<file path="src/sv/fbfla_ram.sv">
`default_nettype none

module fbfla_ram #(
  parameter int Width = 9,
  parameter int Depth = 256
) (
  input  wire logic                     clk_i,
  input  wire logic                     we_i,
  input  wire logic [$clog2(Depth)-1:0] waddr_i,
  input  wire logic [Width-1:0]         wdata_i,
  input  wire logic                     re_i,
  input  wire logic [$clog2(Depth)-1:0] raddr_i,
  output logic      [Width-1:0]         rdata_o
);

  logic [Width-1:0] mem_q [Depth];

  always_ff @(posedge clk_i) begin
    if (we_i) begin
      mem_q[waddr_i] <= wdata_i;
    end
    if (re_i) begin
      rdata_o <= mem_q[raddr_i];
    end
  end

endmodule

`default_nettype wire

</file>
<file path="config.mk">
export PLATFORM = sky130hd
export DESIGN_NAME = fbfla_ram
export DESIGN_NICKNAME = d
export VERILOG_FILES = /design/src/sv/fbfla_ram.sv
export SDC_FILE = /design/constraint.sdc
export NUM_CORES = 2
export LEC_CHECK = 0
export BUFFER_PORTS_ARGS = -buffer_cell sky130_fd_sc_hd__buf_2
export CELL_PAD_IN_SITES_DETAIL_PLACEMENT = 1
export CELL_PAD_IN_SITES_GLOBAL_PLACEMENT = 2
export CORE_MARGIN = 1.5
export CORE_UTILIZATION = 40
export CTS_CLUSTER_SIZE = 12
export DETAILED_ROUTE_END_ITERATION = 10
export GPL_TIMING_DRIVEN = 0
export PLACE_DENSITY_LB_ADDON = 0.1
export SYNTH_ARGS = -nofsm -noshare
export SYNTH_HDL_FRONTEND = slang
export SYNTH_SLANG_ARGS = --single-unit
</file>
<file path="constraint.sdc">
create_clock -name clk_i -period 2.6 [get_ports clk_i]
set_input_delay 0.52 -clock clk_i [delete_from_list [all_inputs] [get_ports clk_i]]
set_output_delay 0.52 -clock clk_i [all_outputs]
set_load 0.01 [all_outputs]
</file>
======== Word level (Yosys, flattened, before mapping) ========
Memories as Yosys holds them, arrays and structs flattened. A register that Yosys moved wholly into a read port is not among the register bits.
Index checks and enable logic that the tools add are counted.
word-level totals
  RAM bits ................................ 2304
  register bits ........................... 0
  latch bits .............................. 0
  ROM bits ................................ 0
  input port bits ......................... 28
  memories ................................ 1
cells by class
  multiply operators ...................... 0
  equal/unequal tests ..................... 0
  bitwise gates (word level) .............. 0
  div/mod/pow operators ................... 0
  magnitude comparators ................... 0
  reductions and logical operators ........ 0
  shift-type cells ........................ 0
  multiplexer cells ....................... 2
  $add $sub $neg .......................... 0
memories
  name   words  bits a word  rd ports  clocked after memory_dff  wr ports  line  source
  mem_q  256    9            1         1                         1         16    logic [Width-1:0] mem_q [Depth];
operator list
  kind              number
  2-to-1 mux 1 bit  2

======== Logic depth before layout (Yosys ltp) ========
  word-level depth ........................ 2
  mapped depth ............................ 11

======== Worst setup path after synthesis ========
Ideal clock, no wire load.
  kind .................................... input port to flip-flop
  start ................................... input raddr_i[0]
  end ..................................... register rdata_o[7], read port of mem_q, data pin
  buffers on the path ..................... 4
  cell stages on the path ................. 9
  data arrival time ....................... 2.218 ns
  slack ................................... 0.118 ns
  setup time .............................. 0.265 ns
  data required time ...................... 2.335 ns
  cells stage by stage .................... buf_6 buf_12 buf_6 buf_6 mux4_2 a22oi_1 a21oi_1 nor4_1 nor3_1
RTL lines
  element      line  source
  from (decl)  12    input wire logic [$clog2(Depth)-1:0] raddr_i,
  to (decl)    13    output logic [Width-1:0] rdata_o

==> reports/results.tsv <==
stage	metric	value	unit
timing	Final Hold Viols	0	
worst_hold_path	Hold Crit Class	primary input to register	
clock_network	Worst-path clk slew	60	ps
route	Pre-Repair DR Iteration Count	5	
pwr	Clock Power Share	43.3	%
timing	Slew HR	1.31	%
setup_path	crit end category	register	
pwr	Pwr per Cell Area	780	nW/um^2
timing	Final Critical Period	2900	ps
pwr	NetSw	18.8	mW
pwr	Gate power share	6.4	%
finish	net count reported at finish	4628	
grt	gr ovfl total	0	
synth	syn_nets	4265	
grt	first-pass GRT wire length	439000	um
finish	commonest non-fill, non-tap cell in the layout	edfxtp_1	
clock_network	H-Tree Level Count	5	
clock_network	CTS tree	done	
setup_path	CP max stage cell	nor4_4	
synth	post-synthesis register bit count	2313	
clock_network	worst-skew pair later-pin latency	930	ps
route	DRT iter0 DRCs	6830	
timing	setup ws final	-302	ps
setup_path	startpoint types	primary input	
pwr	Internal	63.1	mW
die	Die X	476	um
finish	fin util	47.2	%
grt	initial antenna violation count	34	
placement	Inst Count DP	7278	
route	Residual DRC	0	
timing	final worst path period share	112	%
setup_path	CP dominant cell by count	clkbuf_2	
route	WL/cell	42.5	um
timing	RSZ-0062 raised after global routing	true	
timing	Max Slew Vio Count	0	
clock_network	CTS root buf	clkbuf_16	
finish	proportion of layout cells with a drive suffix above 1	29.9	%
clock_network	clock sink count	2313	
grt	GR peak layer	met2	
synth	mapped cell area	89400	sq um
setup_path	critical path, cell by cell	buf_4 -> buf_8 -> clkbuf_2 -> clkbuf_2 -> o21ai_0 -> o31a_1 -> o311ai_1 -> nor4_4	
synth	ys async rst share	0	%
setup_path	crit path kind	primary input to register	
status	failing checks	negative setup slack	
pwr	Seq pwr share	50.3	%
die	I/O pin cnt	37	
grt	largest net degree at the start of global routing	149	
placement	routability cong.	0.902	
die	Die Area	226000	sq um
setup_path	arrival time at the worst endpoint	3560	ps
grt	M2 GR Usage	44.8	%
route	Routed Antenna Nets	0	
placement	DP Worst Slack	-3510	ps
route	Routed WL	330000	um
setup_path	Max stage delay on crit path	630	ps
setup_path	CP Max Fanout	10	
pwr	Sw Ratio	22.9	%
route	Via-to-Cell Ratio	6.17	
synth	Mapped Avg Cell Area	21.1	sq um
die	core area	222000	sq um
synth	Synth Instances	4237	
setup_path	Crit path required time	3260	ps
grt	met3 usage	6.07	%
timing	maximum clock rate	345	MHz
grt	met1 global-route usage	41.9	%
timing	endpoints failing setup	322	
clock_network	Clock Path Buffers	4	
grt	vias in the first global route	47900	
pwr	Lkg Pwr	32.3	nW
die	Die Y	476	um
finish	highest-count cells in the layout ignoring fill and taps	2,313 x edfxtp_1, 467 x mux4_2, 283 x clkbuf_16	
pwr	VDD IR max	743	uV
placement	dpl hpwl	221000	um
synth	Post-synth EDFFs	2313	
grt	total track usage	29.3	%
die	row cnt	173	
timing	skew final	39.4	ps
placement	PortBufs	28	
synth	distinct cell type count after synthesis	56	
status	status	complete, but fails checks	
synth	prevailing post-synth register cell	edfxtp_1	
route	vias	47900	
finish	area delta synth->final	17.4	%
synth	Ys Warns	0	
synth	post-synthesis sequential area ratio	77.7	%
finish	post-route non-filler standard cell count	7765	
flow_run	max_cap viols	0	
clock_network	Num CTS Buffers	275	
timing	Worst Tran Pin Value	1470	ps
die	Initial Utilization	40.2	%
cells in the mapped netlist, types with 12 or more instances:
library cell | number | area [sq um]
buf_4 | 28 | 210
nor4_1 | 27 | 169
a21oi_1 | 98 | 490
mux2i_1 | 177 | 1770
nor2b_1 | 28 | 175
o221ai_1 | 35 | 307
clkbuf_1 | 120 | 450
buf_8 | 12 | 180
buf_2 | 54 | 270
edfxtp_1 | 2313 | 69500
a211oi_1 | 26 | 195
nand3_1 | 31 | 155
buf_1 | 14 | 52.6
mux4_2 | 467 | 10500
a22oi_1 | 174 | 1310
o21ai_0 | 31 | 155
mux2_2 | 21 | 236
nor2_1 | 305 | 1140
buf_6 | 26 | 293
o22ai_1 | 65 | 407
nand2_1 | 40 | 150
nor3_1 | 21 | 105
timing repair:
action / CTS / global route
hold buffers: 4 / 0
resized for setup: 564 / 107
hold endpoints to repair: 38 / 0
gates cloned: 0 / 0
endpoints found under the setup margin: 1345 / 876
pin swaps: 26 / 23
setup buffers: 19 / 5
layer usage:
layer  vias to the layer above  wire length [um]
met5                         -               114
met4                        18             13200
met3                       499             28000
met2                      2266            150000
met1                     26500            139000
li1                      18600                 -
logic make-up after synthesis:
| family | Yosys count | share of synthesized area (%) |
|---|---|---|
| compound gates | 489 | 3.75 |
| buf+inv | 261 | 1.75 |
| flops | 2313 | 77.7 |
| mux | 674 | 14.3 |
| simple gates | 500 | 2.50 |
worst max-delay path: cells and delay by family:
kind / cells / cell delay (ps)
compound gates: 3 / 1170
simple gates: 1 / 630
buf+inv: 4 / 1190
layout make-up:
cell class	instances	area (sq um)
clock inverter	107	647
inverter	2	12.5
buffer	251	2340
multi-input combinational	1663	20100
antenna	5	12.5
fill	20000	117000
tap	2975	3720
clock buffer	355	7330
sequential	2313	69500
timing repair buffer	94	1250
metrics by stage:
stage	power (mW)	TNS [ps]	area, sq um	hold WS (ps)
after floorplan	43.9	0	89400	619
after global placement	46.7	-8876770	93200	879
after detailed placement	46.7	-2431870	94200	778
after CTS	82.1	-1780	104000	17.4
after global routing	83.6	-33690	105000	44.0
final	81.8	-29710	105000	43.3
power groups by stage:
stage	sequential, mW	clock [mW]	combinational (mW)
finish	41.2	35.4	5.25
floorplan	41.9	0	1.95
global placement	42.1	0	4.59
global route	41.1	37.1	5.33
detailed placement	41.9	0	4.77
CTS	41.2	35.8	5.16
final timing paths:
check                                              from                 endpoint  slack, ps  cells past startpoint
worst max register to register  mem_q[112][4]$_DFFE_PP_     rdata_o[4]$_DFFE_PP_       -290                      6
worst min register to register    mem_q[6][7]$_DFFE_PP_     rdata_o[7]$_DFFE_PP_       1130                      6
worst min-delay path                         wdata_i[8]  mem_q[127][8]$_DFFE_PP_         40                      1
worst max-delay path                         raddr_i[2]     rdata_o[0]$_DFFE_PP_       -300                      8
flip-flops by register name, indices dropped and copies added (netlist names):
name     cells
rdata_o      9
mem_q     2304
Note: power is estimated with default switching activity, not from simulation.
