==> src/sv/fbfla_pkg.sv <==
`default_nettype none

package fbfla_pkg;

  localparam int POOL_BYTES = 4096;
  localparam int MAX_BLOCKS = 256;
  // pool size rounded up to a power of two
  localparam int POOL_SPAN  = 1 << $clog2(POOL_BYTES);

  localparam int ADDR_W = 32;
  localparam int BSU_W  = 9;
  localparam int BSZ_W  = BSU_W + 4;
  localparam int HDL_W  = $clog2(MAX_BLOCKS);
  localparam int LNK_W  = HDL_W + 1;
  localparam int QUO_W  = 9;
  localparam int CNT_W  = $clog2(QUO_W);
  localparam int DSR_W  = BSZ_W + QUO_W - 1;
  localparam int PROD_W = HDL_W + BSZ_W;
  localparam int CNT_BLK_W = 9;
  localparam int STAT_W = 3;
  localparam int CFG_IDX_W = 8;
  localparam int CFG_DAT_W = 32;

  localparam logic [LNK_W-1:0] END_MARK = LNK_W'(MAX_BLOCKS);

  localparam logic [CFG_IDX_W-1:0] CFG_BLOCK_SIZE = CFG_IDX_W'(0);
  localparam logic [CFG_IDX_W-1:0] CFG_POOL_BASE  = CFG_IDX_W'(1);

  typedef enum logic [1:0] {
    CMD_ALLOC = 2'd0,
    CMD_FREE  = 2'd1,
    CMD_INIT  = 2'd2,
    CMD_NOP   = 2'd3
  } cmd_e;

  typedef enum logic [STAT_W-1:0] {
    ST_OK    = 3'd0,
    ST_EMPTY = 3'd1,
    ST_NULL  = 3'd2,
    ST_RANGE = 3'd3,
    ST_NOFIT = 3'd4
  } status_e;

  typedef enum logic [3:0] {
    OP_NONE,
    OP_CAPTURE,
    OP_RES_NULL,
    OP_RES_RANGE,
    OP_RES_EMPTY,
    OP_DIV_START,
    OP_DIV_STEP,
    OP_ALLOC_RD,
    OP_ALLOC_DONE,
    OP_FREE_DONE,
    OP_INIT_FAIL,
    OP_INIT_SET,
    OP_LINK_STEP
  } dp_op_e;

  typedef struct packed {
    dp_op_e op;
    logic   out_load;
  } dp_cmd_t;

  typedef struct packed {
    logic is_init;
    logic is_null;
    logic bad_base;
    logic bsz_zero;
    logic empty;
    logic div_last;
    logic free_reject;
    logic n_zero;
    logic link_last;
    logic out_busy;
  } dp_sts_t;

endpackage

`default_nettype wire

==> src/sv/fbfla_ctrl.sv <==
`default_nettype none

module fbfla_ctrl import fbfla_pkg::*; (
  input  wire logic       clk_i,
  input  wire logic       rst_ni,
  input  wire logic       req_valid_i,
  input  wire logic [1:0] req_command_i,
  output logic            req_ready_o,
  input  wire dp_sts_t    sts_i,
  output dp_cmd_t         cmd_o
);

  typedef enum logic [9:0] {
    S_IDLE       = 10'b00_0000_0001,
    S_ALLOC      = 10'b00_0000_0010,
    S_ALLOC_WAIT = 10'b00_0000_0100,
    S_FREE_CHK   = 10'b00_0000_1000,
    S_INIT_CHK   = 10'b00_0001_0000,
    S_DIV        = 10'b00_0010_0000,
    S_FREE_END   = 10'b00_0100_0000,
    S_INIT_END   = 10'b00_1000_0000,
    S_LINK       = 10'b01_0000_0000,
    S_FIN        = 10'b10_0000_0000
  } state_e;

  state_e state_q, state_d;

  always_comb begin
    state_d      = state_q;
    req_ready_o  = 1'b0;
    cmd_o.op     = OP_NONE;
    cmd_o.out_load = 1'b0;

    case (state_q)
      S_IDLE: begin
        req_ready_o = 1'b1;
        if (req_valid_i) begin
          cmd_o.op = OP_CAPTURE;
          case (cmd_e'(req_command_i))
            CMD_ALLOC: state_d = S_ALLOC;
            CMD_FREE:  state_d = S_FREE_CHK;
            CMD_INIT:  state_d = S_INIT_CHK;
            default:   state_d = S_FIN;
          endcase
        end
      end
      S_ALLOC: begin
        if (sts_i.empty) begin
          cmd_o.op = OP_RES_EMPTY;
          state_d  = S_FIN;
        end else begin
          cmd_o.op = OP_ALLOC_RD;
          state_d  = S_ALLOC_WAIT;
        end
      end
      S_ALLOC_WAIT: begin
        cmd_o.op = OP_ALLOC_DONE;
        state_d  = S_FIN;
      end
      S_FREE_CHK: begin
        if (sts_i.is_null) begin
          cmd_o.op = OP_RES_NULL;
          state_d  = S_FIN;
        end else if (sts_i.bad_base) begin
          cmd_o.op = OP_RES_RANGE;
          state_d  = S_FIN;
        end else begin
          cmd_o.op = OP_DIV_START;
          state_d  = S_DIV;
        end
      end
      S_INIT_CHK: begin
        if (sts_i.bsz_zero) begin
          cmd_o.op = OP_INIT_FAIL;
          state_d  = S_FIN;
        end else begin
          cmd_o.op = OP_DIV_START;
          state_d  = S_DIV;
        end
      end
      S_DIV: begin
        cmd_o.op = OP_DIV_STEP;
        if (sts_i.div_last) begin
          state_d = sts_i.is_init ? S_INIT_END : S_FREE_END;
        end
      end
      S_FREE_END: begin
        cmd_o.op = sts_i.free_reject ? OP_RES_RANGE : OP_FREE_DONE;
        state_d  = S_FIN;
      end
      S_INIT_END: begin
        if (sts_i.n_zero) begin
          cmd_o.op = OP_INIT_FAIL;
          state_d  = S_FIN;
        end else begin
          cmd_o.op = OP_INIT_SET;
          state_d  = S_LINK;
        end
      end
      S_LINK: begin
        cmd_o.op = OP_LINK_STEP;
        if (sts_i.link_last) begin
          state_d = S_FIN;
        end
      end
      S_FIN: begin
        // wait for the output register to free up
        if (!sts_i.out_busy) begin
          cmd_o.out_load = 1'b1;
          state_d        = S_IDLE;
        end
      end
      default: state_d = S_IDLE;
    endcase
  end

  always_ff @(posedge clk_i or negedge rst_ni) begin
    if (!rst_ni) begin
      state_q <= S_IDLE;
    end else begin
      state_q <= state_d;
    end
  end

endmodule

`default_nettype wire

==> config.mk <==
export PLATFORM = sky130hd
export DESIGN_NAME = fbfla_ctrl
export DESIGN_NICKNAME = d
export VERILOG_FILES = /design/src/sv/fbfla_pkg.sv /design/src/sv/fbfla_ctrl.sv
export SDC_FILE = /design/constraint.sdc
export NUM_CORES = 1
export LEC_CHECK = 0
export BUFFER_PORTS_ARGS = -buffer_cell sky130_fd_sc_hd__buf_2
export CORE_ASPECT_RATIO = 0.6
export CORE_MARGIN = 1.5
export CORE_UTILIZATION = 40
export CTS_BUF_LIST = sky130_fd_sc_hd__clkbuf_8
export DETAILED_ROUTE_END_ITERATION = 8
export GPL_ROUTABILITY_DRIVEN = 0
export SLEW_MARGIN = 20
export SYNTH_ARGS = -nofsm -noshare
export SYNTH_HDL_FRONTEND = slang
export SYNTH_SLANG_ARGS = --single-unit
==> constraint.sdc <==
create_clock -name clk_i -period 1.91 [get_ports clk_i]
set_input_delay 0.382 -clock clk_i [delete_from_list [all_inputs] [get_ports clk_i]]
set_output_delay 0.382 -clock clk_i [all_outputs]
set_load 0.01 [all_outputs]
== Yosys cells after proc, flatten, opt, wreduce, memory -nomap -nowiden ==
Index checks and enable logic that the tools add are counted.
Storage, ports and cells
  register bits after elaboration: 10
  input port bits: 15
  output and inout port bits: 6
  logic and storage cells: 43
Cells by class
  equality and inequality tests: 16
  muxes and demuxes: 23
  reduce and logical (&&, ||, !) cells: 3
Operator list (number)
  $mux W10: 9
  $pmux W10 S9: 1
  $pmux W4 S9: 1
  $pmux W10 S3: 1
  $eq A10 B1 Y1 const B: 1
  $eq A10 B10 Y1 const B: 1
  $eq A10 B2 Y1 const B: 1
  $eq A10 B3 Y1 const B: 1
  $eq A10 B4 Y1 const B: 1
  $eq A10 B5 Y1 const B: 1
  $eq A10 B6 Y1 const B: 1
  $eq A10 B7 Y1 const B: 1
  $eq A10 B8 Y1 const B: 1
  $eq A10 B9 Y1 const B: 1
  $mux W4: 2
  $mux W8: 1
  $ne A2 B2 Y1 const B: 4
  $mux W3: 2
  $mux W1: 5
  $reduce_and A4 Y1: 1
  $eq A2 B1 Y1 const B: 1
  $eq A2 B2 Y1 const B: 1
  $logic_not A2 Y1: 1
  $mux W2: 1
  $reduce_or A2 Y1: 1

== Logic depth before layout (Yosys ltp) ==
  word-level depth: 4
  depth in mapped cells: 6
  mapped depth without buffers: 5

== Worst setup path before layout ==
No wires, ideal clock.
  path kind: reg2out
  start point: register state_q[1]
  end point: output port cmd_o[3] (netlist name)
  arrival time: 1.737 ns
  data required time: 1.528 ns
  setup slack: -0.209 ns
  cell stages (with the launch flop): 7
  path buffers: 1
  path through: dfrtp_1 -> buf_2 -> nor3_2 -> nand2_1 -> or4_1 -> o32a_1 -> nand3_1
RTL lines
  start: declaration: RTL line fbfla_ctrl.sv:26  | state_e state_q, state_d;
  start signal: assignment: RTL line fbfla_ctrl.sv:121  | state_q <= state_d;
  end: declaration: RTL line fbfla_ctrl.sv:10  | output dp_cmd_t cmd_o

==> summary.md <==
| Metric | Value |
|---|---|
| Status | finished, violations left |
| Violated checks | negative hold slack, negative setup slack |
| Clock-pin slew on the worst setup and hold paths | approximately 50 ps |
| CTS tree | done |
| Number of register bits inferred by synthesis | 10 |
| Number of enable flip-flop cells after synthesis | 0 |
| Nets in the synthesized netlist | 117 |
| Cell count after synthesis | between 100 and 150 |
| Crit path launch type | flop |
| Global-route wire length before repair | 4.899 mm |
| Max-cap violations | 0 |
| Leakage power | just over 0.7 nW |
| Fillcell total | 129 |
| Detail Route Antenna Nets | 0 |
| Maximum number of pins on one net before global-route repair | 13 |
| Total placed instance area | between 1000 and 1500 sq um |
| Clock latency on the worst-skew pair | between 200 and 250 ps |
| 1st-iter DRT viols | between 90 and 100 |
| Total negative slack | -2929 ps |
| Mapped Avg Cell Area | 8.525 sq um |
| Library cells used by synthesis | 43 |
| Die extent in y | 39.12 microns |
| Die Footprint | 2472 sq um |
| Share of synthesized area occupied by flip-flops and latches | between 20% and 30% |
| Horizontal die dimension | approximately 63 microns |
| Final standard cell count with taps included and fillers excluded | 189 |
| CTS H-tree lvls | 1 |
| Share of cells above drive strength 1 | slightly below 60% |
| Power density over the cells | 1466 nW/um^2 |
| Number of flip-flops in the largest register | 10 |
| Fmax | around 0.41 GHz |
| Max Fanout on Critical Path | 4 |
| Number of ports placed on the die boundary | 21 |
| Detailed placer's ending HPWL | ~2.3 mm |
| Number of antenna violations at the first check in global routing | 0 |
| CTS Buf Count | 3 |
| VDD IR max | roughly 0.00096 V |
| Diodes inserted | 0 |
| Final wirelength | 3.502 mm |
| Post-DR wirelength/cell | approximately 19 microns |
| # placed instances | 179 |
| Pre-Repair DR Iteration Count | 4 |
| Gr ovfl total | 0 |
| Post-layout minimum cycle time | ~2500 ps |
| Worst hold path type | in2async |
| Core area | around 2000 sq um |
| # nets final | about 180 |
| Netlist area before placement | between 800 and 900 sq um |
| Yosys warns | 0 |
| Arrival time of data at the critical path endpoint | between 2000 and 2500 ps |
| Initial Util | between 40 and 50% |
| Number of failing setup endpoints in the final timing report | 12 |
| Required time reported for the critical path endpoint | ~1500 ps |
| Residual DRC count | 0 |
| Unrepaired setup endpoints after global routing | true |
| Synthesis-to-finish area growth | 76.55% |
| Critical Path End Type | output port |
| Layout Skew | between 3 and 4 ps |
| Cell area after layout | 1535 sq um |
| Most flop-heavy register | state_q |
| Headroom to the max-slew limit | 67.65% |
| Maximum buffer depth of the clock tree | 2 |
| Post-synth top flop | sky130_fd_sc_hd__dfrtp_1 |
| Aggregate global-route resource usage | a little over a quarter |
| Proportion of register bits with asynchronous set or reset after synthesis | 100.0% |
| Row count | 12 |
| Vias | between 1000 and 1500 |
| Slew at the pin with the worst max-slew slack | 478.5 ps |
| Share of the clock period used by the worst path | 128.5% |
| Avg Vias per Cell | 5.942 |
| Number of global-route vias before repair | 1054 |
| Critical path type | reg2out |
| Fin Hold WS | -11.61 ps |
| Count of input and output buffers | 20 |
| Hold Vio Cnt, Final | 9 |
| Library cell used as clock root buffer | sky130_fd_sc_hd__clkbuf_8 |
| Setup ws final | -543.5 ps |
| Largest registers ranked by flip-flop count | state_q x10 |
| Final max-slew violation count | 0 |
| Final core utilization | around four fifths |
| Number of clock sinks | 10 |
synthesized netlist by cell type (2+ instances only):
cell,number,area (sq um)
sky130_fd_sc_hd__nand3b_1,3,22.52
sky130_fd_sc_hd__a31oi_1,2,12.51
sky130_fd_sc_hd__xnor2_1,3,26.28
sky130_fd_sc_hd__nand2b_1,4,25.02
sky130_fd_sc_hd__nor3b_1,2,15.01
sky130_fd_sc_hd__nor4b_1,3,26.28
sky130_fd_sc_hd__nor3_2,3,30.03
sky130_fd_sc_hd__nor4_1,7,43.79
sky130_fd_sc_hd__inv_1,4,15.01
sky130_fd_sc_hd__or4_1,2,15.01
sky130_fd_sc_hd__nor3_1,4,20.02
sky130_fd_sc_hd__nor2_1,10,37.54
sky130_fd_sc_hd__buf_2,5,25.02
sky130_fd_sc_hd__nand3_1,3,15.01
sky130_fd_sc_hd__nand2_1,8,30.03
sky130_fd_sc_hd__o21ai_0,4,20.02
sky130_fd_sc_hd__dfrtp_1,9,225.2
where the power goes:
part,switching [mW],internal [mW]
registers,0.0487,0.260
clock network,0.0960,0.182
logic,0.798,0.865
total,0.943,1.31
cells by family (layout without fill, tap and decap cells):
family / count (synthesis) / after routing / share of synthesized area, %
AND/OR/NAND/NOR: 61 / 61 / 46.19
AO/OA/AOI/OAI: 19 / 19 / 17.27
flip-flops: 10 / 10 / 28.92
buffers and inverters: 9 / 68 / 4.603
XOR/XNOR: 3 / 3 / 3.022
metrics by stage:
step | hold slack [ps] | setup WS [ps] | total power [mW]
after floorplan | 86.41 | -127.2 | 0.9158
after global placement | 253.2 | -239.2 | 1.459
after detailed placement | 258.7 | -321.6 | 1.483
after CTS | 6.303 | -503.5 | 1.951
after global routing | 6.520 | -591.0 | 2.334
final | -11.61 | -543.5 | 2.250
critical path: stages, from the launching register on:
cell and delay, ps:
sky130_fd_sc_hd__dfrtp_1 410, sky130_fd_sc_hd__buf_6 140, sky130_fd_sc_hd__nor4_4 300, sky130_fd_sc_hd__nand2b_2 100
sky130_fd_sc_hd__or4b_4 560, sky130_fd_sc_hd__nor2_1 110, sky130_fd_sc_hd__or4_4 120, sky130_fd_sc_hd__buf_6 90
repair_timing:
item	CTS	global route
gates cloned	0	0
gates resized for setup	18	17
hold buffers	0	0
pin swaps	8	9
endpoints found under the setup margin	12	12
buffers inserted	1	8
final cells by class:
| class | instances | area, sq um | area share [%] |
|---|---|---|---|
| repair buffers | 60 | 449.2 | 29.26 |
| multi-input cells | 83 | 728.2 | 47.43 |
| clock buffers | 4 | 55.05 | 3.586 |
| inverters | 4 | 15.01 | 0.9780 |
| well taps | 28 | 35.03 | 2.282 |
| flip-flops and latches | 10 | 252.7 | 16.46 |
layout by cell type (no fill, tap or decap), drive strengths merged, types with 2 or more instances in the layout:
| cell | netlist | routed |
|---|---|---|
| a31oi | 2 | 2 |
| or4 | 3 | 3 |
| inv | 4 | 4 |
| nand2 | 8 | 8 |
| dfrtp | 9 | 9 |
| nand3 | 3 | 3 |
| nand2b | 5 | 5 |
| buf | 5 | 60 |
| nor4 | 8 | 8 |
| nor4b | 3 | 3 |
| nand3b | 3 | 3 |
| o21ai | 5 | 5 |
| nor2 | 10 | 10 |
| nor3b | 2 | 2 |
| clkbuf | 0 | 4 |
| xnor2 | 3 | 3 |
| nor3 | 7 | 7 |
per-layer routing:
metal / GRT usage [%] / vias to the layer above / wire length (microns)
met2: 45.74 / 80 / 1539
met4: 15.22 / 0 / 101
met3: 4.373 / 14 / 378
li1: - / 511 / -
met1: 34.74 / 518 / 1482
met5: 0 / - / 0
final timing paths:
| kind | start | cells after the start | slack [ps] | to |
|---|---|---|---|---|
| max in group asynchronous | rst_ni | 1 | 1660 | state_q[0]$_DFFE_PN1P_ |
| min reg2reg | state_q[8]$_DFFE_PN0P_ | 4 | 820 | state_q[2]$_DFFE_PN0P_ |
| min in group clk_i | sts_i[9] | 2 | 310 | state_q[6]$_DFFE_PN0P_ |
| max | state_q[3]$_DFFE_PN0P_ | 7 | -540 | cmd_o[2] |
| min | rst_ni | 1 | -10 | state_q[3]$_DFFE_PN0P_ |
| max reg2reg | state_q[3]$_DFFE_PN0P_ | 7 | -200 | state_q[9]$_DFFE_PN0P_ |
(Power assumes the default switching activity.)
