--- src/sv/fbfla_pkg.sv ---
`default_nettype none

package fbfla_pkg;

  localparam int POOL_BYTES = 4096;
  localparam int MAX_BLOCKS = 256;
  // pool size rounded up to a power of two
  localparam int POOL_SPAN  = 1 << $clog2(POOL_BYTES);

  localparam int ADDR_W = 32;
  localparam int BSU_W  = 9;
  localparam int BSZ_W  = BSU_W + 4;
  localparam int HDL_W  = $clog2(MAX_BLOCKS);
  localparam int LNK_W  = HDL_W + 1;
  localparam int QUO_W  = 9;
  localparam int CNT_W  = $clog2(QUO_W);
  localparam int DSR_W  = BSZ_W + QUO_W - 1;
  localparam int PROD_W = HDL_W + BSZ_W;
  localparam int CNT_BLK_W = 9;
  localparam int STAT_W = 3;
  localparam int CFG_IDX_W = 8;
  localparam int CFG_DAT_W = 32;

  localparam logic [LNK_W-1:0] END_MARK = LNK_W'(MAX_BLOCKS);

  localparam logic [CFG_IDX_W-1:0] CFG_BLOCK_SIZE = CFG_IDX_W'(0);
  localparam logic [CFG_IDX_W-1:0] CFG_POOL_BASE  = CFG_IDX_W'(1);

  typedef enum logic [1:0] {
    CMD_ALLOC = 2'd0,
    CMD_FREE  = 2'd1,
    CMD_INIT  = 2'd2,
    CMD_NOP   = 2'd3
  } cmd_e;

  typedef enum logic [STAT_W-1:0] {
    ST_OK    = 3'd0,
    ST_EMPTY = 3'd1,
    ST_NULL  = 3'd2,
    ST_RANGE = 3'd3,
    ST_NOFIT = 3'd4
  } status_e;

  typedef enum logic [3:0] {
    OP_NONE,
    OP_CAPTURE,
    OP_RES_NULL,
    OP_RES_RANGE,
    OP_RES_EMPTY,
    OP_DIV_START,
    OP_DIV_STEP,
    OP_ALLOC_RD,
    OP_ALLOC_DONE,
    OP_FREE_DONE,
    OP_INIT_FAIL,
    OP_INIT_SET,
    OP_LINK_STEP
  } dp_op_e;

  typedef struct packed {
    dp_op_e op;
    logic   out_load;
  } dp_cmd_t;

  typedef struct packed {
    logic is_init;
    logic is_null;
    logic bad_base;
    logic bsz_zero;
    logic empty;
    logic div_last;
    logic free_reject;
    logic n_zero;
    logic link_last;
    logic out_busy;
  } dp_sts_t;

endpackage

`default_nettype wire

--- src/sv/fbfla_dp.sv ---
`default_nettype none

module fbfla_dp import fbfla_pkg::*; (
  input  wire logic                 clk_i,
  input  wire logic                 rst_ni,
  input  wire logic [1:0]           req_command_i,
  input  wire logic [ADDR_W-1:0]    req_block_address_i,
  input  wire logic                 req_null_pointer_i,
  input  wire logic                 cfg_we_i,
  input  wire logic [CFG_IDX_W-1:0] cfg_index_i,
  input  wire logic [CFG_DAT_W-1:0] cfg_data_i,
  input  wire dp_cmd_t              cmd_i,
  output dp_sts_t                   sts_o,
  output logic                      ram_we_o,
  output logic [HDL_W-1:0]          ram_waddr_o,
  output logic [LNK_W-1:0]          ram_wdata_o,
  output logic                      ram_re_o,
  output logic [HDL_W-1:0]          ram_raddr_o,
  input  wire logic [LNK_W-1:0]     ram_rdata_i,
  output logic                      rsp_valid_o,
  input  wire logic                 rsp_ready_i,
  output logic [STAT_W-1:0]         rsp_status_o,
  output logic [ADDR_W-1:0]         rsp_granted_address_o,
  output logic [HDL_W-1:0]          rsp_granted_handle_o,
  output logic [CNT_BLK_W-1:0]      rsp_free_blocks_o
);

  // control state, set by reset (block size to one unit, the rest to zero)
  logic [BSU_W-1:0]     bsu_q, bsu_d;
  logic [ADDR_W-1:0]    base_q, base_d;
  logic [LNK_W-1:0]     head_q, head_d;
  logic [CNT_BLK_W-1:0] free_q, free_d;
  logic [CNT_BLK_W-1:0] blk_q, blk_d;
  logic                 out_vld_q, out_vld_d;

  // payload and work registers
  cmd_e                 cmd_q;
  logic [ADDR_W-1:0]    addr_q;
  logic                 null_q;
  logic [ADDR_W-1:0]    rem_q, rem_d;
  logic [DSR_W-1:0]     dsr_q, dsr_d;
  logic [QUO_W-1:0]     quo_q, quo_d;
  logic [CNT_W-1:0]     cnt_q, cnt_d;
  logic                 ovf_q, ovf_d;
  logic [LNK_W-1:0]     lnk_q, lnk_d;
  logic [PROD_W-1:0]    prod_q, prod_d;
  status_e              res_st_q, res_st_d;
  logic [ADDR_W-1:0]    res_addr_q, res_addr_d;
  logic [HDL_W-1:0]     res_hdl_q, res_hdl_d;

  logic [BSZ_W-1:0]     bsz;
  logic [ADDR_W-1:0]    off;
  logic [ADDR_W-1:0]    dvd;
  logic [ADDR_W-1:0]    dsr_ext;
  logic                 div_ge;
  logic [CNT_BLK_W-1:0] n_sel;
  logic [LNK_W-1:0]     lnk_nxt;
  logic                 is_init;

  assign bsz     = {bsu_q, 4'b0000};
  assign off     = addr_q - base_q;
  assign is_init = (cmd_q == CMD_INIT);
  assign dvd     = is_init ? ADDR_W'(POOL_SPAN) : off;
  assign dsr_ext = ADDR_W'(dsr_q);
  assign div_ge  = rem_q >= dsr_ext;
  assign lnk_nxt = lnk_q + 1'b1;

  // block count from the quotient, capped at the link store depth
  always_comb begin
    if (ovf_q || (quo_q > CNT_BLK_W'(MAX_BLOCKS))) begin
      n_sel = CNT_BLK_W'(MAX_BLOCKS);
    end else begin
      n_sel = quo_q;
    end
  end

  always_comb begin
    sts_o.is_init     = is_init;
    sts_o.is_null     = null_q;
    sts_o.bsz_zero    = (bsu_q == '0);
    sts_o.bad_base    = (bsu_q == '0) || (addr_q < base_q);
    sts_o.empty       = (free_q == '0) || (head_q >= END_MARK);
    sts_o.div_last    = (cnt_q == CNT_W'(QUO_W - 1));
    sts_o.free_reject = ovf_q || (quo_q >= blk_q);
    sts_o.n_zero      = (n_sel == '0);
    sts_o.link_last   = (lnk_nxt == blk_q);
    sts_o.out_busy    = out_vld_q && !rsp_ready_i;
  end

  assign ram_we_o    = (cmd_i.op == OP_LINK_STEP) || (cmd_i.op == OP_FREE_DONE);
  assign ram_waddr_o = (cmd_i.op == OP_LINK_STEP) ? lnk_q[HDL_W-1:0] : quo_q[HDL_W-1:0];
  assign ram_re_o    = (cmd_i.op == OP_ALLOC_RD);
  assign ram_raddr_o = head_q[HDL_W-1:0];

  always_comb begin
    if (cmd_i.op == OP_LINK_STEP) begin
      ram_wdata_o = sts_o.link_last ? END_MARK : lnk_nxt;
    end else begin
      ram_wdata_o = head_q;
    end
  end

  always_comb begin
    bsu_d      = bsu_q;
    base_d     = base_q;
    head_d     = head_q;
    free_d     = free_q;
    blk_d      = blk_q;
    out_vld_d  = out_vld_q;
    rem_d      = rem_q;
    dsr_d      = dsr_q;
    quo_d      = quo_q;
    cnt_d      = cnt_q;
    ovf_d      = ovf_q;
    lnk_d      = lnk_q;
    prod_d     = prod_q;
    res_st_d   = res_st_q;
    res_addr_d = res_addr_q;
    res_hdl_d  = res_hdl_q;

    if (cfg_we_i) begin
      if (cfg_index_i == CFG_BLOCK_SIZE) begin
        bsu_d = cfg_data_i[BSU_W-1:0];
      end else if (cfg_index_i == CFG_POOL_BASE) begin
        base_d = cfg_data_i[ADDR_W-1:0];
      end
    end

    case (cmd_i.op)
      OP_CAPTURE: begin
        res_st_d   = ST_OK;
        res_addr_d = '0;
        res_hdl_d  = '0;
      end
      OP_RES_NULL:  res_st_d = ST_NULL;
      OP_RES_RANGE: res_st_d = ST_RANGE;
      OP_RES_EMPTY: res_st_d = ST_EMPTY;
      OP_DIV_START: begin
        rem_d = dvd;
        dsr_d = {bsz, {(QUO_W-1){1'b0}}};
        quo_d = '0;
        cnt_d = '0;
        ovf_d = dvd >= ADDR_W'({bsz, {QUO_W{1'b0}}});
      end
      OP_DIV_STEP: begin
        if (div_ge) begin
          rem_d = rem_q - dsr_ext;
        end
        quo_d = {quo_q[QUO_W-2:0], div_ge};
        dsr_d = dsr_q >> 1;
        cnt_d = cnt_q + 1'b1;
      end
      OP_ALLOC_RD: begin
        prod_d = PROD_W'(head_q[HDL_W-1:0]) * PROD_W'(bsz);
      end
      OP_ALLOC_DONE: begin
        head_d     = ram_rdata_i;
        free_d     = free_q - 1'b1;
        res_addr_d = base_q + ADDR_W'(prod_q);
        res_hdl_d  = head_q[HDL_W-1:0];
      end
      OP_FREE_DONE: begin
        head_d    = quo_q;
        res_hdl_d = quo_q[HDL_W-1:0];
        if (free_q < blk_q) begin
          free_d = free_q + 1'b1;
        end
      end
      OP_INIT_FAIL: begin
        blk_d    = '0;
        free_d   = '0;
        head_d   = END_MARK;
        res_st_d = ST_NOFIT;
      end
      OP_INIT_SET: begin
        blk_d = n_sel;
        lnk_d = '0;
      end
      OP_LINK_STEP: begin
        lnk_d = lnk_nxt;
        if (sts_o.link_last) begin
          head_d = '0;
          free_d = blk_q;
        end
      end
      default: ;
    endcase

    if (cmd_i.out_load) begin
      out_vld_d = 1'b1;
    end else if (rsp_ready_i) begin
      out_vld_d = 1'b0;
    end
  end

  always_ff @(posedge clk_i or negedge rst_ni) begin
    if (!rst_ni) begin
      bsu_q     <= BSU_W'(1);
      base_q    <= '0;
      head_q    <= '0;
      free_q    <= '0;
      blk_q     <= '0;
      out_vld_q <= 1'b0;
    end else begin
      bsu_q     <= bsu_d;
      base_q    <= base_d;
      head_q    <= head_d;
      free_q    <= free_d;
      blk_q     <= blk_d;
      out_vld_q <= out_vld_d;
    end
  end

  always_ff @(posedge clk_i) begin
    if (cmd_i.op == OP_CAPTURE) begin
      cmd_q  <= cmd_e'(req_command_i);
      addr_q <= req_block_address_i;
      null_q <= req_null_pointer_i;
    end
    rem_q      <= rem_d;
    dsr_q      <= dsr_d;
    quo_q      <= quo_d;
    cnt_q      <= cnt_d;
    ovf_q      <= ovf_d;
    lnk_q      <= lnk_d;
    prod_q     <= prod_d;
    res_st_q   <= res_st_d;
    res_addr_q <= res_addr_d;
    res_hdl_q  <= res_hdl_d;
    if (cmd_i.out_load) begin
      rsp_status_o          <= res_st_q;
      rsp_granted_address_o <= res_addr_q;
      rsp_granted_handle_o  <= res_hdl_q;
      rsp_free_blocks_o     <= free_q;
    end
  end

  assign rsp_valid_o = out_vld_q;

endmodule

`default_nettype wire

--- config.mk ---
export PLATFORM = sky130hd
export DESIGN_NAME = fbfla_dp
export DESIGN_NICKNAME = d
export VERILOG_FILES = /design/src/sv/fbfla_pkg.sv /design/src/sv/fbfla_dp.sv
export SDC_FILE = /design/constraint.sdc
export NUM_CORES = 1
export LEC_CHECK = 0
export BUFFER_PORTS_ARGS = -buffer_cell sky130_fd_sc_hd__clkbuf_2
export CAP_MARGIN = 20
export CORE_UTILIZATION = 25
export CTS_BUF_LIST = sky130_fd_sc_hd__clkbuf_8
export DETAILED_ROUTE_END_ITERATION = 10
export GPL_TIMING_DRIVEN = 0
export PLACE_DENSITY = 0.41
export SLEW_MARGIN = 10
export SYNTH_ARGS = -nofsm -noshare
export SYNTH_HDL_FRONTEND = slang
export SYNTH_SLANG_ARGS = --single-unit
--- constraint.sdc ---
create_clock -name clk_i -period 9.25 [get_ports clk_i]
set_clock_uncertainty 0.2 [all_clocks]
set_input_delay 0.925 -clock clk_i [delete_from_list [all_inputs] [get_ports clk_i]]
set_output_delay 0.925 -clock clk_i [all_outputs]
set_load 0.01 [all_outputs]
; ---- Word level (Yosys, flattened, before mapping)
; Index checks and enable logic that the tools add are counted.
; W data, S select, Z words.
[totals]
register_bits = 292
latch_bits = 0
mem_bits_rw = 0
rom_bits = 0
input_bits = 93
out_inout_bits = 90
n_memories = 0
[classes]
addsub = 7
mul = 1
div = 0
order_cmp = 7
n_eq_ne = 19
shift = 0
muxes = 22
n_bitwise = 1
n_reduce_logical = 24
[ops]
columns = operator, count
row1 = $pmux W32 S2, 2
row2 = $pmux W9 S4, 2
row3 = $mux W32, 2
row4 = $mux W9, 6
row5 = $pmux W9 S2, 3
row6 = $pmux W21 S2, 1
row7 = $add A32 B21 Y32, 1
row8 = $ge A32 B21 Y1, 1
row9 = $ge A32 B22 Y1, 1
row10 = $lt A32 B32 Y1, 1
row11 = $sub A32 B21 Y32, 1
row12 = $sub A32 B32 Y32, 1
row13 = $logic_not A9 Y1, 3
row14 = $eq A4 B4 Y1 const B, 6
row15 = $pmux W8 S3, 1
row16 = $add A9 B1 Y9 const B, 2
row17 = $mul A8 B9 Y17, 1
row18 = $eq A4 B3 Y1 const B, 4
row19 = $pmux W3 S5, 1
row20 = $reduce_bool A2 Y1, 5
row21 = $eq A9 B9 Y1, 1
row22 = $ge A9 B9 Y1, 1
row23 = $ge A9 B9 Y1 const B, 1
row24 = $gt A9 B9 Y1 const B, 1
row25 = 22 further kinds, 32

; ---- Longest topological paths before layout
[depth]
word_depth = 4
mapped_depth = 21
mapped_depth_nobuf = 21

; ---- Least setup slack after synthesis
; OpenSTA, ideal clock, no wires.
[synth_timing]
path_type = register to register
start = register dsr_q[0]
end = register rem_q[0], enable pin
t_arrival_ns = 4.846
path_slack_ns = 3.739
stages_incl_launch_ff = 12
n_path_buf = 0
synth_period_minus_slack_ns = 5.511
path_cell_list = edfxtp_1 > ha_1 > fa_1 > nor2b_1 > o21ai_1 > a21boi_0 > o21ai_1 > a21oi_1 > a311oi_1 > o311ai_1 > nor4_1 > o21ai_0
[synth_via]
elab_chain_cells = 3
[synth_rtl]
columns = item, line_no
row1 = from (decl), fbfla_dp.sv:41  ; logic [DSR_W-1:0] dsr_q, dsr_d;
row2 = from (signal assigned), fbfla_dp.sv:221  ; dsr_q <= dsr_d;
row3 = $ge A32 B21 Y1, fbfla_dp.sv:65  ; assign div_ge = rem_q >= dsr_ext;
row4 = $ne A2 B2 Y1 (no line), --
row5 = $reduce_and A2 Y1 (no line), --
row6 = to (signal assigned), fbfla_dp.sv:220  ; rem_q <= rem_d;
row7 = to (decl), fbfla_dp.sv:40  ; logic [ADDR_W-1:0] rem_q, rem_d;
; Every way passes these cells.
; A chain may end at the register's enable or synchronous reset.

; ---- Worst setup path after layout
[layout_timing]
start = register base_q[1]
end = register ovf_q, data pin
[layout_via]
elab_chain_cells = 3
[layout_rtl]
columns = item, line_no
row1 = from (decl), fbfla_dp.sv:30  ; logic [ADDR_W-1:0] base_q, base_d;
row2 = from (signal assigned), fbfla_dp.sv:206  ; base_q <= base_d;
row3 = $sub A32 B32 Y32, fbfla_dp.sv:61  ; assign off = addr_q - base_q;
row4 = $mux W32, fbfla_dp.sv:63  ; assign dvd = is_init ? ADDR_W'(POOL_SPAN) : off;
row5 = $ge A32 B22 Y1, fbfla_dp.sv:143  ; ovf_d = dvd >= ADDR_W'({bsz, {QUO_W{1'b0}}});
row6 = to (signal assigned), fbfla_dp.sv:224  ; ovf_q <= ovf_d;
row7 = to (decl), fbfla_dp.sv:44  ; logic ovf_q, ovf_d;
; Every way passes these cells.

==> run_results.csv <==
group,metric,value,unit
outcome,status,"complete, no violations",
placement,routabilityCongestion,0.8496,
clock_network,worst_skew_pair.late_latency,0.66,ns
logic_synthesis,synth_compound_gate_area_share,12.97,%
clock_network,cts-htree-levels,2,
logic_synthesis,post_synthesis_share_of_cell_area_spent_on_and_or_nand_and_nor_gates,13.79,%
pwr,switching_power,1.706,mW
timing,finalWorstPathRequiredPeriod,6.549,ns
pwr,power_switching_share,35.98,%
routing,num_vias,13840,
routing,antenna_violation_net_count_after_detailed_routing,0,
worst_setup_path,reg2reg_to,"ovf_q$_DFFE_PP_",
clock_network,worst_setup_hold_path_clk_slew,0.06,ns
die,floorplan.core_area,71980,um^2
placement,port_buffers,180,
pwr,share_clk_of_total_power,25.3,%
logic_synthesis,synth-async-reset-ratio,23.63,%
logic_synthesis,synth_cell_types,79,
logic_synthesis,synthXorXnorAreaFrac,5.151,%
logic_synthesis,synth_top_family_by_area,"adder cells",
worst_setup_path,end_kind,"register",
die,io_pins,183,
routing,route.final.wire_length,56.80,mm
timing,timing.final.max_slew_violations,0,
grt,global_route.usage.total,15.26,%
routing,via_per_inst,4.628,
worst_setup_path,timing.critical_path.to,"ovf_q$_DFFE_PP_",
grt,largest_net_degree_at_the_start_of_global_routing,54,
timing,finalCritPeriodShare,70.80,%
grt,grt_first_pass_wirelength,85.61,mm
die,die_area,74250,um^2
cells_and_area,design.final.nets,2274,
clock_network,cts_resized,0,
cells_and_area,drive_gt1_share,16.40,%
run,maxCapViolCount,0,
logic_synthesis,synth_edf_count,223,
clock_network,cts-buffers-inserted,56,
clock_network,tritoncts,"done",
die,floorplan.die.height,272.5,um
worst_setup_path,beginning_of_the_critical_path,"base_q[1]$_DFFE_PN0P_",
cells_and_area,most_frequent_standard_cell_in_the_layout_excluding_fill_and_tap_cells,"edfxtp_1",
timing,clock.fmax,152.7,MHz
routing,drt-pass1-iter-count,5,
pwr,pwr-share-comb,39.1,%
worst_setup_path,criticalPathCategory,"register to register",
die,die_x,272.5,um
timing,final.hold.worst_slack,0.05316,ns
routing,detail_route.drc_violations,0,
cells_and_area,commonest_cells_after_routing_fill_and_taps_aside,"223 x edfxtp_1, 189 x inv_1, 178 x clkbuf_2",
hold_path,min-delay-path-class,"input port to asynchronous set/reset pin",
grt,gr-total-overflow,0,
placement,dp.final_hpwl,45.20,mm
clock_network,hold_buffers,0,
pwr,power.internal,3.035,mW
cells_and_area,area_of_all_placed_cells_without_fillers,21570,um^2
routing,post_drt_wl_per_cell,18.99,um
placement,dpl-instance-area,20520,um^2
logic_synthesis,synth-adder-area-share,14.82,%
timing,grt_setup_unrepaired,"false",
die,floorplan.initialDensity,25.41,%
worst_setup_path,worstReg2RegStart,"base_q[1]$_DFFE_PN0P_",
logic_synthesis,yosys_warnings,0,
logic_synthesis,synth.avg_cell_area,10.49,um^2
grt,vias_in_the_first_global_route,14090,
logic_synthesis,post_synth_mux_area_share,2.086,%
logic_synthesis,syn_nets,2026,
worst_setup_path,start_kind,"register",
logic_synthesis,ys.flop_type,"edfxtp_1",
timing,fin_setup_tns,0,ns
logic_synthesis,synth_area,18290,um^2
logic_synthesis,synth_sequential_area_ratio,46.06,%
worst_setup_path,cp.arrival,6.74,ns
timing,timing_worst_slew_pin_value,0.9747,ns
timing,final_hold_viol_count,0,
die,std_cell_rows,98,
cells_and_area,flow.area_growth_from_synthesis,17.94,%
placement,dp_cells,2883,
cells_and_area,n_fill_cell,7572,
logic_synthesis,synth.ff_latch_count,292,
clock_network,cts_sinks,292,
worst_setup_path,cp_max_fo,5,
worst_setup_path,reg2reg_setup_slack,2.70,ns
timing,timing.max_slew.rel_slack,34.47,%
pwr,power.ir.vdd_worst,157.6,uV
cells_and_area,utilization,29.97,%
cells_and_area,fin_cells,2991,
logic_synthesis,synthesis.instances,1744,
pwr,powerDensity,219.8,nW/um^2
clock_network,post-cts-setup-buffers,0,
clock_network,clk_root_buffer_cell,"clkbuf_8",
pwr,pwr-share-seq,35.6,%
clock_network,clockBufferDepth,3,
worst_setup_path,cp.required,9.44,ns
worst_setup_path,timing.reg2reg.worst_path_depth,21,
grt,antenna_found_initial,3,
routing,drt_iter0_markers,852,
timing,number_of_setup_violations_in_the_final_report,0,
pwr,power.leakage,9.096,nW
==> critical path, stage by stage (launching register included) <==
cell	delay, ns
dfrtp_1	0.42
inv_1	0.24
ha_1	0.27
nor2b_1	0.14
o31ai_1	0.78
a2111oi_0	0.25
dlymetal6s2s_1	0.26
nor3_1	0.42
o21ai_0	0.17
a21oi_1	0.23
o21bai_1	0.09
a21oi_1	0.18
xor2_1	0.32
nor2_1	0.09
ha_1	0.32
o21a_1	0.11
o21ai_1	0.12
nand2b_1	0.08
a221oi_1	0.43
o211ai_1	0.16
or4b_1	0.50
or4b_1	0.50
==> logic make-up (layout without fill, tap and decap cells) <==
logic type | after synthesis | after routing
AND/OR/NAND/NOR | 522 | 522
AO/OA/AOI/OAI | 370 | 370
flip-flops | 292 | 292
buffers and inverters | 231 | 523
adder cells (fa/ha/maj) | 189 | 189
XOR/XNOR | 106 | 106
multiplexers | 34 | 34
other | 0 | 5
==> through the flow <==
stage               setup slack (ns)  power [mW]
finish                         2.701       4.741
global route                   2.343       5.157
CTS                            2.729       4.830
detailed placement             2.745       3.583
global placement               1.347       3.571
floorplan                      3.739       3.069
==> registers in the layout (all words and copies together) (netlist names), 17 cells and up <==
signal,count
addr_q,32
base_q,32
rem_q,32
res_addr_q,32
rsp_granted_address_o,32
dsr_q,21
prod_q,17
==> cell usage after synthesis (all sizes together), types with 25 or more instances <==
| cell type | count | area, um^2 |
|---|---|---|
| edfxtp | 223 | 6696 |
| inv | 161 | 604.3 |
| nand2 | 157 | 589.3 |
| ha | 143 | 1789 |
| nor2 | 137 | 530.5 |
| o21ai | 121 | 605.6 |
| a21oi | 81 | 409.1 |
| dfrtp | 68 | 1702 |
| xnor2 | 64 | 560.5 |
| and2 | 57 | 359.1 |
| clkbuf | 51 | 195.2 |
| fa | 46 | 920.9 |
| xor2 | 41 | 359.1 |
| nor3 | 40 | 200.2 |
| mux2 | 33 | 371.6 |
| a21o | 30 | 225.2 |
| a22o | 25 | 227.7 |
==> per-layer routing <==
metal  GRT usage, %  up-vias  wire length, um
met5              0        -                0
met4          5.056        0             1451
met2          24.48      343            25920
li1               -     6674                -
met3          2.741       76             2816
met1          20.65     6749            26600
==> worst min-delay path by stage <==
stage,end,cells after the start,startpoint
after floorplan,rsp_granted_address_o[0]$_DFFE_PP_,0,res_addr_q[0]$_SDFFCE_PN0P_
after detailed placement,rsp_granted_address_o[0]$_DFFE_PP_,0,res_addr_q[0]$_SDFFCE_PN0P_
after global routing,head_q[3]$_DFFE_PN0P_,1,rst_ni
after CTS,blk_q[1]$_DFFE_PN0P_,1,rst_ni
after global placement,rsp_granted_address_o[4]$_DFFE_PP_,0,res_addr_q[4]$_SDFFCE_PN0P_
final,head_q[8]$_DFFE_PN0P_,1,rst_ni
==> final cells by class <==
type	count	area, um^2	share of cell area (%)
Multi-Input combinational cell	1221	8955	41.51
Sequential cell	292	8424	39.05
Tap cell	950	1189	5.510
Timing Repair Buffer	190	1030	4.774
Clock buffer	56	770.7	3.573
Inverter	161	604.3	2.801
Buffer	70	334.1	1.549
Clock inverter	46	252.7	1.172
Antenna cell	5	12.51	0.05800
==> power groups by stage <==
stage                     clock [mW]  sequential [mW]  combinational (mW)
after floorplan                    0             1.69                1.38
after global routing            1.30             1.70                2.15
after CTS                       1.25             1.69                1.89
after detailed placement           0             1.72                1.87
final                           1.20             1.69                1.85
after global placement             0             1.72                1.85
(Power assumes the default switching activity.)
